`src/design/idt_pkg.sv`:
```
// ----------------------------------------------------------------------------
// idt_pkg: shared constants and types of the indent/dedent tracker
// widths, character codes, token kinds and the stack control structs
// ----------------------------------------------------------------------------
package idt_pkg;

	localparam int STACK_DEPTH = 16;
	localparam int LEVEL_MAX   = 1023;
	localparam int LEVEL_W     = 10;
	localparam int CNT_W       = $clog2(STACK_DEPTH + 1);
	localparam int IDX_W       = $clog2(STACK_DEPTH);
	localparam int LINE_W      = 16;
	localparam int TAB_W       = 4;
	localparam int APB_DW      = 32;
	localparam int APB_AW      = 3;

	localparam logic [LINE_W-1:0]  LINE_MAX  = '1;
	localparam logic [TAB_W-1:0]   TAB_RESET = 4'd4;

	localparam logic [7:0] CHAR_SPACE   = 8'h20;
	localparam logic [7:0] CHAR_TAB     = 8'h09;
	localparam logic [7:0] CHAR_NEWLINE = 8'h0a;

	localparam logic REQ_BYTE = 1'b0;
	localparam logic REQ_END  = 1'b1;

	localparam logic REG_TAB_WIDTH = 1'b0;

	localparam logic [1:0] KIND_INDENT = 2'd0;
	localparam logic [1:0] KIND_DEDENT = 2'd1;
	localparam logic [1:0] KIND_ERROR  = 2'd2;

	typedef struct packed {
		logic               push;
		logic               pop;
		logic [LEVEL_W-1:0] push_level;
	} stk_cmd_t;

	typedef struct packed {
		logic [CNT_W-1:0]   count;
		logic               full;
		logic [LEVEL_W-1:0] top;
		logic [LEVEL_W-1:0] below;
	} stk_stat_t;

endpackage

```
`src/design/idt_if.sv`:
```
// ----------------------------------------------------------------------------
// idt_if: valid/ready channels of the indent/dedent tracker
// one interface for source bytes, one for tokens
// ----------------------------------------------------------------------------
interface idt_in_if;
	logic       valid;
	logic       ready;
	logic       req_type;
	logic [7:0] char_in;

	modport source (output valid, output req_type, output char_in, input ready);
	modport sink (input valid, input req_type, input char_in, output ready);
endinterface

interface idt_out_if;
	logic                            valid;
	logic                            ready;
	logic [1:0]                      token_kind;
	logic [idt_pkg::LEVEL_W-1:0]     indent_level;
	logic [idt_pkg::LINE_W-1:0]      line_number;
	logic                            last;

	modport source (output valid, output token_kind, output indent_level,
		output line_number, output last, input ready);
	modport sink (input valid, input token_kind, input indent_level,
		input line_number, input last, output ready);
endinterface

```
`src/design/idt_stack.sv`:
```
// ----------------------------------------------------------------------------
// idt_stack: stack of indentation levels
// holds the stacked levels, the fill count and the current top; one push or
// one pop per cycle, the entry below the top is offered for the next pop
// ----------------------------------------------------------------------------
module idt_stack (
	input  logic                clk,
	input  logic                arst_n,
	input  idt_pkg::stk_cmd_t   cmd,
	output idt_pkg::stk_stat_t  stat
);

	logic [idt_pkg::LEVEL_W-1:0] level_q [idt_pkg::STACK_DEPTH];
	logic [idt_pkg::CNT_W-1:0]   count_q;
	logic [idt_pkg::LEVEL_W-1:0] top_q;
	logic [idt_pkg::CNT_W-1:0]   below_ptr;
	logic [idt_pkg::LEVEL_W-1:0] below;

	assign below_ptr = count_q - idt_pkg::CNT_W'(2);
	assign below = (count_q >= idt_pkg::CNT_W'(2)) ?
		level_q[below_ptr[idt_pkg::IDX_W-1:0]] : '0;

	assign stat.count = count_q;
	assign stat.full  = (count_q == idt_pkg::CNT_W'(idt_pkg::STACK_DEPTH));
	assign stat.top   = top_q;
	assign stat.below = below;

	always_ff @(posedge clk or negedge arst_n) begin
		if (!arst_n) begin
			for (int i = 0; i < idt_pkg::STACK_DEPTH; i++) begin
				level_q[i] <= '0;
			end
			count_q <= idt_pkg::CNT_W'(1);
			top_q   <= '0;
		end else if (cmd.push && !stat.full) begin
			level_q[count_q[idt_pkg::IDX_W-1:0]] <= cmd.push_level;
			count_q <= count_q + idt_pkg::CNT_W'(1);
			top_q   <= cmd.push_level;
		end else if (cmd.pop && count_q > idt_pkg::CNT_W'(1)) begin
			count_q <= count_q - idt_pkg::CNT_W'(1);
			top_q   <= below;
		end
	end

endmodule

```
`src/design/indent_dedent_tracker_top.sv`:
```
// ----------------------------------------------------------------------------
// indent_dedent_tracker_top: offside-rule indentation tracker
// sums leading whitespace per line and turns level changes into indent,
// dedent and error tokens through a level stack and a small pop sequencer
// ----------------------------------------------------------------------------
//  channel   dir  transfer when           payload
//  in_ch     in   valid & ready           req_type, char_in
//  out_ch    out  valid & ready           token_kind, indent_level,
//                                         line_number, last
//  apb       in   psel&penable&pwrite     tab_width at byte address 0
//
//  an indent or error token is registered in the cycle its byte is taken
//  a dedent run gives one token per popped level plus a trailing error on mismatch;
//  the pop sequencer walks the level stack one entry a cycle while out_ch is not stalled
//  in_ch.ready is low while popping and while a token waits on a stalled out_ch
//  reset: empty line state, line 1, level stack holding level zero, tab width 4
// ----------------------------------------------------------------------------
module indent_dedent_tracker_top (
	input  logic                         clk,
	input  logic                         arst_n,
	idt_in_if.sink                       in_ch,
	idt_out_if.source                    out_ch,
	input  logic                         psel,
	input  logic                         penable,
	input  logic                         pwrite,
	input  logic [idt_pkg::APB_AW-1:0]   paddr,
	input  logic [idt_pkg::APB_DW-1:0]   pwdata,
	output logic [idt_pkg::APB_DW-1:0]   prdata,
	output logic                         pready
);

	localparam logic ST_IDLE = 1'b0;
	localparam logic ST_POP  = 1'b1;

	logic                          state_q, state_d;
	logic                          eos_q, eos_d;
	logic [idt_pkg::LEVEL_W-1:0]   lvl_q, lvl_d;
	logic [idt_pkg::LEVEL_W-1:0]   sum_q, sum_d;
	logic                          at_start_q, at_start_d;
	logic [idt_pkg::LINE_W-1:0]    line_q, line_d;
	logic [idt_pkg::TAB_W-1:0]     tab_width_q;

	logic                          out_valid_q, out_valid_d;
	logic [1:0]                    out_kind_q, out_kind_d;
	logic [idt_pkg::LEVEL_W-1:0]   out_level_q, out_level_d;
	logic [idt_pkg::LINE_W-1:0]    out_line_q, out_line_d;
	logic                          out_last_q, out_last_d;

	idt_pkg::stk_cmd_t             cmd;
	idt_pkg::stk_stat_t            stat;

	logic                          slot_free;
	logic                          in_ready;
	logic                          in_xfer;
	logic [idt_pkg::LEVEL_W:0]     sum_add;
	logic [idt_pkg::LEVEL_W:0]     amount;
	logic [idt_pkg::LEVEL_W-1:0]   sum_sat;
	logic                          pop_ok;
	logic                          next_pop;
	logic                          pop_last;
	logic                          cfg_wr;

	idt_stack u_stack (
		.clk    (clk),
		.arst_n (arst_n),
		.cmd    (cmd),
		.stat   (stat)
	);

	// configuration port
	assign pready = 1'b1;
	assign cfg_wr = psel && penable && pwrite && pready;
	assign prdata = (paddr[2] == idt_pkg::REG_TAB_WIDTH) ?
		idt_pkg::APB_DW'(tab_width_q) : '0;

	always_ff @(posedge clk or negedge arst_n) begin
		if (!arst_n) begin
			tab_width_q <= idt_pkg::TAB_RESET;
		end else if (cfg_wr && paddr[2] == idt_pkg::REG_TAB_WIDTH) begin
			tab_width_q <= pwdata[idt_pkg::TAB_W-1:0];
		end
	end

	assign slot_free = !out_valid_q || out_ch.ready;
	assign in_ready  = (state_q == ST_IDLE) && slot_free;
	assign in_xfer   = in_ch.valid && in_ready;
	assign in_ch.ready = in_ready;

	// shared saturating column adder
	assign amount  = (in_ch.char_in == idt_pkg::CHAR_TAB) ?
		(idt_pkg::LEVEL_W+1)'(tab_width_q) : (idt_pkg::LEVEL_W+1)'(1);
	assign sum_add = {1'b0, sum_q} + amount;
	assign sum_sat = (sum_add > (idt_pkg::LEVEL_W+1)'(idt_pkg::LEVEL_MAX)) ?
		idt_pkg::LEVEL_W'(idt_pkg::LEVEL_MAX) : sum_add[idt_pkg::LEVEL_W-1:0];

	// pop decision for the current and the following step
	assign pop_ok   = (stat.count > idt_pkg::CNT_W'(1)) && (eos_q || lvl_q < stat.top);
	assign next_pop = (stat.count > idt_pkg::CNT_W'(2)) && (eos_q || lvl_q < stat.below);
	assign pop_last = !next_pop && (eos_q || lvl_q == stat.below);

	always_comb begin
		state_d     = state_q;
		eos_d       = eos_q;
		lvl_d       = lvl_q;
		sum_d       = sum_q;
		at_start_d  = at_start_q;
		line_d      = line_q;
		cmd         = '0;
		out_valid_d = out_valid_q && !out_ch.ready;
		out_kind_d  = out_kind_q;
		out_level_d = out_level_q;
		out_line_d  = out_line_q;
		out_last_d  = out_last_q;

		unique case (state_q)
			ST_IDLE: begin
				if (in_xfer) begin
					if (in_ch.req_type == idt_pkg::REQ_END) begin
						if (stat.count > idt_pkg::CNT_W'(1)) begin
							state_d = ST_POP;
							eos_d   = 1'b1;
						end else begin
							line_d     = idt_pkg::LINE_W'(1);
							at_start_d = 1'b1;
							sum_d      = '0;
						end
					end else if (in_ch.char_in == idt_pkg::CHAR_NEWLINE) begin
						if (line_q != idt_pkg::LINE_MAX) begin
							line_d = line_q + idt_pkg::LINE_W'(1);
						end
						at_start_d = 1'b1;
						sum_d      = '0;
					end else if (at_start_q) begin
						if (in_ch.char_in == idt_pkg::CHAR_SPACE ||
							in_ch.char_in == idt_pkg::CHAR_TAB) begin
							sum_d = sum_sat;
						end else begin
							at_start_d = 1'b0;
							sum_d      = '0;
							if (sum_q > stat.top) begin
								out_valid_d = 1'b1;
								out_line_d  = line_q;
								out_last_d  = 1'b1;
								if (!stat.full) begin
									cmd.push       = 1'b1;
									cmd.push_level = sum_q;
									out_kind_d     = idt_pkg::KIND_INDENT;
									out_level_d    = sum_q;
								end else begin
									out_kind_d  = idt_pkg::KIND_ERROR;
									out_level_d = stat.top;
								end
							end else if (sum_q < stat.top) begin
								lvl_d   = sum_q;
								eos_d   = 1'b0;
								state_d = ST_POP;
							end
						end
					end
				end
			end
			ST_POP: begin
				if (slot_free) begin
					out_line_d = line_q;
					if (pop_ok) begin
						cmd.pop     = 1'b1;
						out_valid_d = 1'b1;
						out_kind_d  = idt_pkg::KIND_DEDENT;
						out_level_d = stat.below;
						out_last_d  = pop_last;
						if (pop_last) begin
							state_d = ST_IDLE;
							if (eos_q) begin
								line_d     = idt_pkg::LINE_W'(1);
								at_start_d = 1'b1;
								sum_d      = '0;
							end
						end
					end else begin
						state_d = ST_IDLE;
						if (eos_q) begin
							line_d     = idt_pkg::LINE_W'(1);
							at_start_d = 1'b1;
							sum_d      = '0;
						end else begin
							out_valid_d = 1'b1;
							out_kind_d  = idt_pkg::KIND_ERROR;
							out_level_d = stat.top;
							out_last_d  = 1'b1;
						end
					end
				end
			end
			default: begin
				state_d = ST_IDLE;
			end
		endcase
	end

	always_ff @(posedge clk or negedge arst_n) begin
		if (!arst_n) begin
			state_q     <= ST_IDLE;
			eos_q       <= 1'b0;
			sum_q       <= '0;
			at_start_q  <= 1'b1;
			line_q      <= idt_pkg::LINE_W'(1);
			out_valid_q <= 1'b0;
		end else begin
			state_q     <= state_d;
			eos_q       <= eos_d;
			sum_q       <= sum_d;
			at_start_q  <= at_start_d;
			line_q      <= line_d;
			out_valid_q <= out_valid_d;
		end
	end

	always_ff @(posedge clk) begin
		lvl_q       <= lvl_d;
		out_kind_q  <= out_kind_d;
		out_level_q <= out_level_d;
		out_line_q  <= out_line_d;
		out_last_q  <= out_last_d;
	end

	assign out_ch.valid        = out_valid_q;
	assign out_ch.token_kind   = out_kind_q;
	assign out_ch.indent_level = out_level_q;
	assign out_ch.line_number  = out_line_q;
	assign out_ch.last         = out_last_q;

endmodule
```
`src/flat_wrapper.sv`:
```
// flat-port wrapper written by rule: the top's interface ports become plain ports
module indent_dedent_tracker_top_flat 
  (clk, arst_n, psel, penable, pwrite, paddr, pwdata, prdata, pready, in_ch_valid, in_ch_req_type, in_ch_char_in, in_ch_ready, out_ch_valid, out_ch_token_kind, out_ch_indent_level, out_ch_line_number, out_ch_last, out_ch_ready);
  idt_in_if in_ch_i ();
  idt_out_if out_ch_i ();
  input  logic clk;
  input  logic arst_n;
  input  logic psel;
  input  logic penable;
  input  logic pwrite;
  input  logic [idt_pkg::APB_AW-1:0] paddr;
  input  logic [idt_pkg::APB_DW-1:0] pwdata;
  output logic [idt_pkg::APB_DW-1:0] prdata;
  output logic pready;
  input wire logic [$bits(in_ch_i.valid)-1:0] in_ch_valid;
  input wire logic [$bits(in_ch_i.req_type)-1:0] in_ch_req_type;
  input wire logic [$bits(in_ch_i.char_in)-1:0] in_ch_char_in;
  output wire logic [$bits(in_ch_i.ready)-1:0] in_ch_ready;
  output wire logic [$bits(out_ch_i.valid)-1:0] out_ch_valid;
  output wire logic [$bits(out_ch_i.token_kind)-1:0] out_ch_token_kind;
  output wire logic [$bits(out_ch_i.indent_level)-1:0] out_ch_indent_level;
  output wire logic [$bits(out_ch_i.line_number)-1:0] out_ch_line_number;
  output wire logic [$bits(out_ch_i.last)-1:0] out_ch_last;
  input wire logic [$bits(out_ch_i.ready)-1:0] out_ch_ready;
  assign in_ch_i.valid = in_ch_valid;
  assign in_ch_i.req_type = in_ch_req_type;
  assign in_ch_i.char_in = in_ch_char_in;
  assign in_ch_ready = in_ch_i.ready;
  assign out_ch_valid = out_ch_i.valid;
  assign out_ch_token_kind = out_ch_i.token_kind;
  assign out_ch_indent_level = out_ch_i.indent_level;
  assign out_ch_line_number = out_ch_i.line_number;
  assign out_ch_last = out_ch_i.last;
  assign out_ch_i.ready = out_ch_ready;
  indent_dedent_tracker_top u_core (.clk(clk), .arst_n(arst_n), .in_ch(in_ch_i), .out_ch(out_ch_i), .psel(psel), .penable(penable), .pwrite(pwrite), .paddr(paddr), .pwdata(pwdata), .prdata(prdata), .pready(pready));
endmodule
```
`config.mk`:
```
export PLATFORM = sky130hd
export DESIGN_NAME = indent_dedent_tracker_top_flat
export DESIGN_NICKNAME = d
export VERILOG_FILES = /design/src/design/idt_pkg.sv /design/src/design/idt_if.sv /design/src/design/idt_stack.sv /design/src/design/indent_dedent_tracker_top.sv /design/src/flat_wrapper.sv
export SDC_FILE = /design/constraint.sdc
export NUM_CORES = 1
export LEC_CHECK = 0
export ABC_CLOCK_PERIOD_IN_PS = 4500
export BUFFER_PORTS_ARGS = -buffer_cell sky130_fd_sc_hd__clkbuf_2
export CAP_MARGIN = 40
export CORE_UTILIZATION = 55
export CTS_BUF_LIST = sky130_fd_sc_hd__clkbuf_2 sky130_fd_sc_hd__clkbuf_4 sky130_fd_sc_hd__clkbuf_8
export DETAILED_ROUTE_END_ITERATION = 8
export PLACE_DENSITY = 0.78
export SKIP_CTS_REPAIR_TIMING = 1
export SYNTH_ARGS = -nofsm -noshare
export SYNTH_HDL_FRONTEND = slang
export SYNTH_SLANG_ARGS = --single-unit
```
`constraint.sdc`:
```
create_clock -name clk -period 4.5 [get_ports clk]
set_input_delay 0.45 -clock clk [delete_from_list [all_inputs] [get_ports clk]]
set_output_delay 0.45 -clock clk [all_outputs]
set_load 0.01 [all_outputs]
```
* After elaboration in Yosys (flattened, before gate mapping)
Index checks and enable logic that the tools add are counted.
** Word-level totals
- Flip-flop bits (word level) :: 248
- Word-level logic and storage cells :: 242
- Output and inout bits :: 64
** Cells by class
- Reductions and logical operators :: 31
- Add/subtract/negate cells :: 5
- Magnitude comparators :: 11
- Bitwise operators :: 8
- Equal/unequal tests :: 23
- Multiplexer cells :: 134
** Operators with widths (number)
- 10-bit 2-to-1 mux :: 35
- 16-bit 2-to-1 mux :: 16
- 160-bit bitwise mux :: 1
- 16-bit case mux with 2 select lines :: 2
- 1-bit 2-to-1 mux :: 57
- 10-bit binary-select mux with 4-bit select :: 1
- 10-bit demux with 4-bit select :: 1
- 10-bit case mux with 2 select lines :: 2
- 10-bit < comparator :: 3
- 8-bit AND reduction :: 3
- 2-bit 2-to-1 mux :: 10
- 16-bit by 1-bit adder with 16-bit output (second input constant) :: 1
- 8-bit by 4-bit == test with 1-bit output (second input constant) :: 2
- 16-bit != test (second input constant) :: 1
- 2-bit != test (second input constant) :: 8
- 3-bit != test (second input constant) :: 5
- 1-bit logical AND :: 12
- 10-bit by 11-bit adder with 11-bit output :: 1
- 11-bit by 10-bit greater-than comparator with 1-bit output (second input constant) :: 1
- 10-bit == test :: 1
- 5-bit greater-or-equal comparator (second input constant) :: 2
- 10-bit greater-than comparator :: 1
- 5-bit 2-to-1 mux :: 2
- 4-bit inverter with 5-bit output :: 2
- 22 further kinds :: 42

* Logic depth before layout (Yosys ltp)
Gate-level depths: netlist of run 1.
- Depth after elaboration :: 15
- Depth in mapped cells :: 19
- Depth with buffers taken out :: 15

* Cells and area by module
A second synthesis of run 1 with hierarchy kept.
** Second synthesis, totals
- Cell total of the unflattened synthesis :: 1081
- Area, all modules :: 13087.6 µm²
** By module, submodules not included
- idt_stack :: seq. area each 4380.5 µm², cells an instance 610, instances 1, area an instance 8339.2 µm²
- indent_dedent_tracker_top :: seq. area each 2025.7 µm², cells an instance 471, instances 1, area an instance 4748.3 µm²

* Worst setup path after synthesis of run 1
Ideal clock, no wire load.
- Path type :: reg-to-reg
- Start point :: reg u_core.u_stack.count_q[0] (netlist name)
- End point :: reg u_core.sum_q[9] (netlist name)
- Required time :: 4435 ps
- Slack :: 184 ps
- Arrival time :: 4251 ps
- Period minus slack after synthesis :: 4316 ps
- Cell stages (with the launch flop) :: 19
- Library setup time :: 65 ps
- Path buffers :: 4
- Cell sequence :: dfstp_2 -> buf_4 -> buf_2 -> buf_2 -> inv_1 -> ha_1 -> nor2b_1 -> o31ai_1 -> nor2_1 -> a221o_1 -> inv_1 -> ha_1 -> a211o_1 -> nor4_1 -> a31o_2 -> a21oi_1 -> o21ai_2 -> buf_2 -> o22a_1
** On the way
- Cells in the longest elaborated chain, start to end :: 13
** RTL lines
- from (decl) :: RTL line idt_stack.sv:14 : logic [idt_pkg::CNT_W-1:0] count_q;
- from (signal assigned) :: RTL line idt_stack.sv:33 : count_q <= idt_pkg::CNT_W'(1);
- from (signal assigned) :: RTL line idt_stack.sv:37 : count_q <= count_q + idt_pkg::CNT_W'(1);
- from (signal assigned) :: RTL line idt_stack.sv:40 : count_q <= count_q - idt_pkg::CNT_W'(1);
- 4-bit by 2-bit subtractor with 4-bit output :: RTL line idt_stack.sv:19 : assign below_ptr = count_q - idt_pkg::CNT_W'(2);
- 4-bit inverter with 5-bit output (not written as such) :: RTL line idt_stack.sv:21 : level_q[below_ptr[idt_pkg::IDX_W-1:0]] : '0;
- 10-bit binary-select mux with 4-bit select :: RTL line idt_stack.sv:21
- 10-bit 2-to-1 mux (not written as such) (2 in a row) :: RTL line idt_stack.sv:21
- 10-bit 2-to-1 mux :: RTL line idt_stack.sv:20 : assign below = (count_q >= idt_pkg::CNT_W'(2)) ?
- 10-bit < comparator :: RTL line indent_dedent_tracker_top.sv:98 : assign next_pop = (stat.count > idt_pkg::CNT_W'(2)) && (eos_q || lvl_q < stat.below);
- 1-bit logical OR :: RTL line indent_dedent_tracker_top.sv:98
- 1-bit logical AND :: RTL line indent_dedent_tracker_top.sv:98
- 1-bit zero test :: RTL line indent_dedent_tracker_top.sv:99 : assign pop_last = !next_pop && (eos_q || lvl_q == stat.below);
- 1-bit logical AND :: RTL line indent_dedent_tracker_top.sv:99
- 3-bit != test (no line)
- 5-bit AND reduction (no line)
- to (signal assigned) :: RTL line indent_dedent_tracker_top.sv:211 : sum_q <= sum_d;
- to (decl) :: RTL line indent_dedent_tracker_top.sv:38 : logic [idt_pkg::LEVEL_W-1:0] sum_q, sum_d;
Several ways; a longest one is shown, not always the timed one. The select of a mux whose other input is x is not followed.
A chain may end at the register's enable or synchronous reset.

* Final worst setup path of run 1
- Start point :: reg u_core.u_stack.count_q[1] (netlist name)
- End point :: reg u_core.sum_q[8] (netlist name)
Same word-level chain as after synthesis.

==> results of run 1 <==
-- metal layers --
metal	part of all wire [%]	global-route usage (%)
met1	42	35.7
met5	0	0
met4	3.2	10.7
met3	6.8	5.19
met2	48	42.3
-- area by class of cell --
type	count	area [um^2]	area share (%)
well taps	280	350	2.53
inverters	41	154	1.11
clock inverters	10	87.6	0.632
flip-flops and latches	248	6410	46.3
clock buffers	63	786	5.67
repair buffers	83	532	3.84
multi-input cells	774	5530	40.0
-- how the worst max path moves through the flow --
| stage | start | endpoint | slack, ps | cells past startpoint |
|---|---|---|---|---|
| 4_1_cts | u_core.u_stack.count_q[1] | u_core.sum_q[8] | 310 | 15 |
| 2_1_floorplan | u_core.u_stack.count_q[0] | u_core.sum_q[9] | 180 | 18 |
| 6_report | u_core.u_stack.count_q[1] | u_core.sum_q[8] | 230 | 15 |
| 3_5_place_dp | u_core.u_stack.count_q[1] | u_core.sum_q[8] | 360 | 15 |
| 5_1_grt | u_core.u_stack.count_q[1] | u_core.sum_q[8] | 10 | 15 |
| 3_3_place_gp | u_core.u_stack.count_q[1] | u_core.sum_q[8] | 440 | 15 |
-- registers in the layout, indices dropped and copies added (netlist names), 2 cells and up --
name,cells
u_core.out_ch.indent_level,10
u_core.line_q,16
u_core.u_stack.top_q,10
u_core.u_stack.level_q,160
u_core.out_ch.line_number,16
u_core.sum_q,10
u_core.lvl_q,10
u_core.u_stack.count_q,5
u_core.tab_width_q,4
u_core.out_ch.token_kind,2
-- power breakdown --
part	switching, mW	total, mW	internal (mW)	leakage [nW]
logic	1.15	1.75	0.599	2.46
clock network	0.907	2.08	1.18	0.468
registers	0.0953	2.59	2.49	3.26
-- per-stage QoR --
stage | cell area (um^2) | std cells
floorplan | 12600 | 1161
global placement | 13000 | 1426
detailed placement | 13000 | 1426
CTS | 13800 | 1499
global route | 13800 | 1499
finish | 13800 | 1499
-- synthesized netlist by cell type (8+ instances only) --
master    number
a21o_1         9
a21oi_1       41
a221o_1       19
and3_1         8
buf_2         18
buf_4         32
clkbuf_1      43
dfrtp_1      205
edfxtp_1      39
ha_1          42
inv_1         41
mux2_4        30
mux4_2        40
nand2_1      172
nand2b_1      17
nand3_1       23
nand4_1       13
nor2_1        27
nor2b_1       18
nor3_1        16
o21ai_0      147
o21ai_1       10
o22a_1         8
-- logic make-up after synthesis --
family                   synth area share [%]
AND/OR/NAND/NOR                          12.9
AO/OA/AOI/OAI                            14.0
flip-flops                               51.2
buffers and inverters                    5.46
multiplexers                             11.6
adder cells (fa/ha/maj)                  4.36
XOR/XNOR                                0.560
other                                  0.0600
==> out/metrics.csv, run 1 <==
stage;metric;value;unit
floorplan;core;0.0221;mm^2
timing;worst_pin_slew;895;ps
clock_tree;clockBufferDepth;3;
final_layout;num-nets-final;1282;
critical_path;rr_startpoint;u_core.u_stack.count_q[1];
yosys;syn_area;0.0125;mm^2
critical_path;worstPathCellList;inv_1 -> ha_1 -> inv_1 -> nor2_1 -> a22o_1 -> a221o_1 -> inv_1 -> ha_1 -> a211o_1 -> nor4_1 -> a31o_2 -> a21oi_1 -> nand2b_1 -> and4_1 -> o22a_1;
clock_tree;cts_root_buf;clkbuf_8;
timing;period_minus_slack;4270;ps
final_layout;utilization;62.7;%
timing;fin_crit_sh;95.0;%
clock_tree;cts_made_buffers;40;
final_layout;drive_gt1_share;20.8;%
floorplan;die_x;153;um
critical_path;critical_path.max_fanout;8;
global_route;grt_pass1_wl;48300;um
global_route;grt.total_usage;26.4;%
run_status;violations;negative hold slack;
timing;setup_ws;227;ps
floorplan;rows;54;
place;dp_hpwl;20100;um
critical_path;critPathMaxStageDelay;540;ps
critical_path;required;4930;ps
timing;fin_skew;30.5;ps
yosys;synth_warnings;0;
floorplan;io-pin-count;115;
place;port-buffer-count;55;
critical_path;reg2reg_slack;230;ps
final_layout;layout.cells.most_common;dfrtp_1;
critical_path;rr_endpoint;u_core.sum_q[8];
floorplan;die-area;0.0234;mm^2
route;num_vias;9080;
power;power;6.42;mW
route;detailedRoute.firstIterationViolations;707;
power;powerDensity;464;mW/mm^2
yosys;avgSynthCellArea;11.0;um^2
place;pre_cts_slack;356;ps
final_layout;fill_cells;1748;
global_route;overflow;0;
timing;fmax;234;MHz
timing;holdWs;-27.0;ps
yosys;yosysSeqAreaShare;51.2;%
route;viasPerCell;6.06;
final_layout;diodes;0;
yosys;netlist_instances;1134;
clock_tree;clk_latency;570;ps
timing;setup_tns;0;ps
power;p_leak;6.19;nW
clock_tree;clock_sinks;248;
global_route;grt_antenna_before_repair;0;
floorplan;start_util;56.7;%
global_route;grt_pass1_vias;8997;
yosys;synthArstFlopShare;84.3;%
route;wire_per_inst;19.9;um
timing;hold_violations;23;
run_status;status;complete, but fails checks;
critical_path;r2r_cells;15;
yosys;netlist-cell-type-count;70;
critical_path;worstSetupEndpointType;register;
yosys;yosys_most_used_dff;dfrtp_1;
route;drc;0;
timing;rsz0062_at_grt;false;
critical_path;cp-start-kind;register;
critical_path;worst-setup-path-type;reg -> reg;
yosys;synth_area_leaders;dfrtp_1, edfxtp_1, mux4_2;
power;ir_drop;276;uV
timing;slew_headroom;40.2;%
route;postRouteAntennaNets;0;
final_layout;final_cell_mix;dfrtp_1, nand2_1, o21ai_0, clkbuf_2, clkbuf_8;
route;drt_first_pass_iters;5;
critical_path;cpMostUsedCell;inv_1;
final_layout;area_delta_synth_final;10.6;%
yosys;synth_edf_count;39;
critical_path;slowest_stage;ha_1;
critical_path;crit_arrival;4710;ps
floorplan;dieHeight;153;um
yosys;yosys.area.top_type;dfrtp_1;
global_route;grt_max_degree;113;
clock_tree;cts_tree;yes;
place;place.gp.congestion;0.890;
timing;drv_slew;0;
flow_run;drv_cap;0;
yosys;synth_seq_cells;248;
clock_tree;htree_levels;2;
critical_path;worst-path-buf-inv;3;
timing;finalSetupViolCount;0;
clock_tree;clkSlewWorstSetupHoldPaths;60;ps
min_path;hp-class;in -> async;
route;drt-total-wl;29800;um
critical_path;critPathTopFamily;compound AO/OA/AOI/OAI gates;
yosys;synthDominantCellAreaShare;41.0;%
Note: power is estimated with default switching activity, not from simulation.
==> run 2, diff against run 1 <==
--- a/config.mk
+++ b/config.mk
@@ -8,10 +8,10 @@
 export ABC_CLOCK_PERIOD_IN_PS = 4500
 export BUFFER_PORTS_ARGS = -buffer_cell sky130_fd_sc_hd__clkbuf_2
 export CAP_MARGIN = 40
-export CORE_UTILIZATION = 55
+export CORE_UTILIZATION = 48
 export CTS_BUF_LIST = sky130_fd_sc_hd__clkbuf_2 sky130_fd_sc_hd__clkbuf_4 sky130_fd_sc_hd__clkbuf_8
 export DETAILED_ROUTE_END_ITERATION = 8
-export PLACE_DENSITY = 0.78
+export PLACE_DENSITY = 0.76
 export SKIP_CTS_REPAIR_TIMING = 1
 export SYNTH_ARGS = -nofsm -noshare
 export SYNTH_HDL_FRONTEND = slang
==> run 2 against run 1 <==
  * The run now ends clean
  * Utilization fell by 7.5 points
  * Sequential share of layout area fell by 0.55 points
  * Hold slack improved by 140 ps
  * Critical path depth rose by 2
  * Wire length rose by 1.2%
  * Critical path type unchanged
  * Largest power group unchanged
  * Highest routed layer unchanged
==> out/metrics.csv, run 2 (synthesis results as in run 1) <==
stage;metric;value;unit
run_status;status;completed;
floorplan;io-pin-count;115;
final_layout;fill_cells;2080;
global_route;grt_pass1_wl;47200;um
floorplan;dieHeight;164;um
clock_tree;cts_root_buf;clkbuf_8;
route;viasPerCell;5.86;
global_route;grt_pass1_vias;8565;
critical_path;worst-setup-path-type;reg -> reg;
timing;rsz0062_at_grt;false;
critical_path;worstSetupEndpointType;register;
final_layout;area_delta_synth_final;11.9;%
min_path;hold_end;u_core.tab_width_q[1];
clock_tree;clockBufferDepth;3;
timing;slew_headroom;39.5;%
critical_path;worstPathCellList;inv_1 -> ha_1 -> xor2_1 -> o31ai_1 -> nor2_1 -> buf_4 -> a221o_1 -> inv_1 -> ha_1 -> a211o_1 -> nor4_1 -> a31o_2 -> a21oi_1 -> o21ai_2 -> buf_4 -> nor3_1 -> o22a_1;
global_route;grt.total_usage;23.1;%
clock_tree;htree_levels;2;
timing;fin_crit_sh;91.0;%
critical_path;critPathMaxStageDelay;560;ps
power;powerDensity;463;mW/mm^2
clock_tree;clk_latency;570;ps
route;drt_first_pass_iters;6;
critical_path;required;4930;ps
route;num_vias;9126;
route;detailedRoute.firstIterationViolations;794;
timing;hold_violations;0;
clock_tree;cts_made_buffers;41;
route;drc;0;
floorplan;start_util;49.3;%
place;port-buffer-count;55;
final_layout;largest_register;u_core.u_stack.level_q;
final_layout;diodes;0;
final_layout;num-nets-final;1289;
floorplan;core;0.0254;mm^2
final_layout;drive_gt1_share;21.2;%
floorplan;die_x;164;um
critical_path;rr_endpoint;u_core.sum_q[5];
timing;setup_tns;0;ps
timing;finalSetupViolCount;0;
power;p_leak;6.24;nW
place;pre_cts_slack;509;ps
route;drt-total-wl;30200;um
timing;setup_ws;405;ps
flow_run;drv_cap;0;
global_route;grt_max_degree;98;
critical_path;cp-start-kind;register;
critical_path;slowest_stage;dfrtp_1;
floorplan;die-area;0.0267;mm^2
final_layout;seq_area;0.00641;mm^2
route;wire_per_inst;19.4;um
critical_path;reg2reg_slack;410;ps
timing;worst_pin_slew;904;ps
clock_tree;clock_sinks;248;
min_path;holdPathStages;2;
global_route;grt_antenna_before_repair;0;
critical_path;r2r_cells;17;
place;dp_hpwl;20300;um
min_path;min_from;pwdata[1];
power;ir_drop;336;uV
min_path;hp-class;in -> reg;
floorplan;rows;58;
route;postRouteAntennaNets;0;
final_layout;final_cell_mix;dfrtp_1, nand2_1, o21ai_0, clkbuf_8, clkbuf_2;
timing;fmax;244;MHz
timing;period_minus_slack;4090;ps
final_layout;layout.cells.most_common;dfrtp_1;
critical_path;rr_startpoint;u_core.u_stack.count_q[2];
final_layout;largest_register_ffs;160;
clock_tree;cts_tree;yes;
clock_tree;clkSlewWorstSetupHoldPaths;60;ps
final_layout;stdcell_count;1557;
final_layout;multi_input_area;0.00553;mm^2
global_route;overflow;0;
place;place.gp.congestion;0.927;
critical_path;crit_arrival;4520;ps
timing;drv_slew;0;
critical_path;critical_path.max_fanout;19;
timing;fin_skew;36.1;ps
place;placed_cells;1481;
==> run 2: cell count changes in the layout (fill, tap and decap cells not counted), sizes merged <==
| cell | previous run | this run |
|---|---|---|
| buf | 28 | 33 |
| clkbuf | 118 | 122 |
| clkinv | 6 | 4 |
| dlygate4sd3 | 0 | 1 |
==> run 2: worst max path at each step <==
stage	slack (ps)	startpoint	endpoint
after global routing	130	u_core.u_stack.count_q[2]	u_core.line_q[3]
after detailed placement	510	u_core.u_stack.count_q[2]	u_core.line_q[14]
after CTS	470	u_core.u_stack.count_q[2]	u_core.sum_q[5]
after floorplan	180	u_core.u_stack.count_q[0]	u_core.sum_q[9]
final	410	u_core.u_stack.count_q[2]	u_core.sum_q[5]
after global placement	590	u_core.u_stack.count_q[2]	u_core.sum_q[8]
==> run 2: power by group <==
group | internal (mW) | switching (mW)
Combinational | 0.575 | 1.14
Clock | 1.24 | 0.933
Sequential | 2.49 | 0.108
Total | 4.31 | 2.18
==> run 2: routing by layer <==
metal  GRT usage, %  routed length, um  part of all wire (%)  vias to the layer above
li1               -                  -                     -                     4165
met1           31.6              12700                    42                     4478
met2           36.7              14300                    47                      420
met3           4.04               2220                   7.3                       63
met4           8.92                919                   3.0                        0
met5              0                  0                     0                        -
==> run 2: stage by stage <==
stage / util (%) / power (mW) / hold WS [ps] / area, um^2
after global placement: 51.4 / 4.30 / 457 / 13100
after global routing: 55.2 / 6.78 / 113 / 14000
after CTS: 55.1 / 6.51 / -225 / 14000
after floorplan: - / 3.78 / 154 / 12600
after detailed placement: 51.5 / 4.33 / 380 / 13100
final: 55.2 / 6.49 / 110 / 14000
==> run 2: layout make-up <==
class	count	area share, %
flip-flops and latches	248	45.7
clock buffers	67	5.95
clock inverters	8	0.634
multi-input cells	774	39.5
repair buffers	89	4.19
inverters	41	1.10
well taps	330	2.95
==> run 2: critical path, delay by kind of cell (launching register included) <==
family                   cells  cell delay (ps)
AO/OA/AOI/OAI                7             1460
buffers and inverters        4              650
flip-flops                   1              560
AND/OR/NAND/NOR              3              470
adder cells (fa/ha/maj)      2              420
XOR/XNOR                     1              410
==> run 3, diff against run 2 <==
--- a/config.mk
+++ b/config.mk
@@ -5,6 +5,7 @@
 export SDC_FILE = /design/constraint.sdc
 export NUM_CORES = 1
 export LEC_CHECK = 0
+export ABC_AREA = 1
 export ABC_CLOCK_PERIOD_IN_PS = 4500
 export BUFFER_PORTS_ARGS = -buffer_cell sky130_fd_sc_hd__clkbuf_2
 export CAP_MARGIN = 40
==> run 3 against run 2 <==
  * The run now ends with design-rule violations left
  * Die area up 11%
  * Synthesized area up 11%
  * Critical path depth up 2
  * Maximum frequency grew 2.9%
  * Critical path type unchanged
  * Critical endpoint is now u_core.sum_q[4]
  * Highest routed layer unchanged
==> out/metrics.csv, run 3 <==
stage;metric;value;unit
run_status;status;complete, but fails checks;
run_status;violations;design-rule violations;
timing;fin_crit_sh;88.4;%
critical_path;critPathMaxStageDelay;460;ps
clock_tree;clkSlewWorstSetupHoldPaths;70;ps
route;detailedRoute.firstIterationViolations;1207;
critical_path;worstPathCellList;clkinv_1 -> buf_4 -> ha_1 -> xnor2_1 -> inv_1 -> nand2_1 -> nand2_1 -> nor2_1 -> inv_1 -> ha_1 -> nand2_1 -> nor2_1 -> nand3_1 -> o21ai_0 -> nand2_1 -> nand3_2 -> nand4_1 -> nand2_1 -> nand2_1;
floorplan;die-area;0.0297;mm^2
timing;period_minus_slack;3980;ps
clock_tree;clk_latency;550;ps
clock_tree;htree_levels;2;
timing;hold_violations;0;
final_layout;stdcell_area;0.0155;mm^2
floorplan;start_util;48.7;%
timing;holdWs;131;ps
timing;worst_pin_slew;826;ps
global_route;grt_pass1_wl;60300;um
route;drc;2;
yosys;netlist-cell-type-count;42;
critical_path;critPathTopFamily;simple AND/OR/NAND/NOR gates;
critical_path;worst-setup-path-type;reg -> reg;
critical_path;crit_arrival;4410;ps
final_layout;layout.cells.most_common;nand2_1;
critical_path;worst-path-buf-inv;4;
timing;slew_headroom;44.7;%
critical_path;cp-start-kind;register;
floorplan;io-pin-count;115;
place;dp_hpwl;24000;um
timing;fmax;251;MHz
global_route;grt_pass1_vias;11700;
clock_tree;clock_sinks;248;
floorplan;dieHeight;172;um
timing;rsz0062_at_grt;false;
final_layout;largest_register_ffs;160;
global_route;grt.total_usage;25.6;%
route;viasPerCell;5.48;
yosys;synthDominantCellAreaShare;36.8;%
min_path;hp-class;in -> reg;
yosys;netlist_instances;1857;
yosys;synth_area_leaders;dfrtp_1, nand2_1, edfxtp_1;
floorplan;rows;62;
clock_tree;clockBufferDepth;3;
final_layout;num-nets-final;1996;
yosys;synth_common_cells;nand2_1, nor2_1, dfrtp_1, nand3_1, inv_1;
floorplan;core;0.0286;mm^2
floorplan;die_x;172;um
critical_path;required;4930;ps
timing;drv_slew;0;
final_layout;largest_register;u_core.u_stack.level_q;
timing;setup_tns;0;ps
yosys;synth_warnings;0;
global_route;grt_antenna_before_repair;0;
timing;fin_skew;34.6;ps
critical_path;slowest_stage;nand4_1;
place;place.gp.congestion;0.934;
final_layout;diodes;0;
yosys;yosys.area.top_type;dfrtp_1;
route;wire_per_inst;16.1;um
critical_path;worstSetupEndpointType;register;
critical_path;critical_path.max_fanout;22;
final_layout;area_delta_synth_final;11.2;%
yosys;synthArstFlopShare;84.3;%
critical_path;cpMostUsedCell;nand2_1;
route;drt_first_pass_iters;9;
timing;finalSetupViolCount;0;
yosys;avgSynthCellArea;7.51;um^2
yosys;synth_edf_count;39;
final_layout;final_cell_mix;nand2_1, nor2_1, dfrtp_1, nand3_1, inv_1;
place;port-buffer-count;55;
yosys;yosysSeqAreaShare;45.9;%
flow_run;drv_cap;0;
route;postRouteAntennaNets;0;
yosys;synth.most_common_cell;nand2_1;
yosys;yosys_most_used_dff;dfrtp_1;
timing;setup_ws;522;ps
clock_tree;cts_root_buf;clkbuf_8;
yosys;syn_area;0.0139;mm^2
power;powerDensity;316;mW/mm^2
clock_tree;cts_tree;yes;
place;postPlaceCellArea;0.0145;mm^2
power;p_leak;7.92;nW
final_layout;drive_gt1_share;10.7;%
clock_tree;cts_made_buffers;42;
route;num_vias;12700;
place;pre_cts_slack;476;ps
yosys;synth_seq_cells;248;
global_route;overflow;0;
route;drt-total-wl;37200;um
global_route;grt_max_degree;91;
power;ir_drop;239;uV
[run 3: changes by cell type after synthesis, moves of 9 or more]
cell / delta
mux2_4: -30
a221o_1: -19
mux4_2: -40
nand2b_1: -17
inv_1: +81
nor2_1: +201
buf_2: +13
nand3_4: +9
nor2b_1: -18
nand2_1: +446
o21ai_0: -40
o211ai_1: +28
nand3_1: +181
nand4_1: +10
[run 3: logic make-up after synthesis]
kind of cell | share of synthesized area (%)
adders and majority gates | 3.91
xor gates and xnor gates | 0.816
DFF | 45.9
other | 0.0538
AOI/OAI and AO/OA | 7.34
and+or+nand+nor | 34.0
buffers and inverters | 7.95
[run 3: power by group]
| part | total, mW | leakage [nW] | internal (mW) | switching (mW) |
|---|---|---|---|---|
| combinational | 0.304 | 4.30 | 0.0832 | 0.221 |
| sequential | 2.37 | 3.13 | 2.34 | 0.0287 |
| clock | 2.23 | 0.493 | 1.29 | 0.945 |
| total | 4.90 | 7.92 | 3.71 | 1.19 |
[run 3: worst min-delay path: cells and delay by family]
family / cells / cell delay (ps)
simple gates: 1 / 90
buf+inv: 1 / 80
compound gates: 1 / 50
[run 3: metal layers]
metal  share of wire (%)  wire length [um]  GRT usage (%)  vias up
met1                  42             15500           34.0     6028
met5                   0                 0              0        -
met2                  48             17700           41.6      559
li1                    -                 -              -     6032
met3                 7.9              2960           4.72      100
met4                 2.9              1080           9.31        0
[run 3: stage by stage]
step,utilization (%),instances,power [mW]
3_3_place_gp,50.6,2237,2.70
4_1_cts,54.1,2318,4.93
3_5_place_dp,50.8,2240,2.71
2_1_floorplan,-,1884,2.60
5_1_grt,54.2,2320,5.09
6_report,54.2,2320,4.90
[run 3: worst paths after layout]
path / slack, ps / depth (start not counted) / endpoint / startpoint
max reg2reg: 520 / 19 / u_core.sum_q[4] / u_core.u_stack.count_q[1]
max: 520 / 19 / u_core.sum_q[4] / u_core.u_stack.count_q[1]
min reg2reg: 470 / 2 / u_core.u_stack.level_q[37] / u_core.u_stack.level_q[37]
min: 130 / 3 / u_core.tab_width_q[2] / pwdata[2]
max in group asynchronous: 2860 / 4 / u_core.u_stack.level_q[37] / arst_n
min in group asynchronous: 350 / 2 / u_core.u_stack.level_q[149] / arst_n
[run 3: layout make-up]
class / instances / area, um^2
inverter: 130 / 488
multi-input combinational: 1388 / 6550
fill: 2647 / 13100
tap: 384 / 480
clock buffer: 60 / 769
timing repair buffer: 92 / 642
sequential: 248 / 6410
clock inverter: 18 / 173
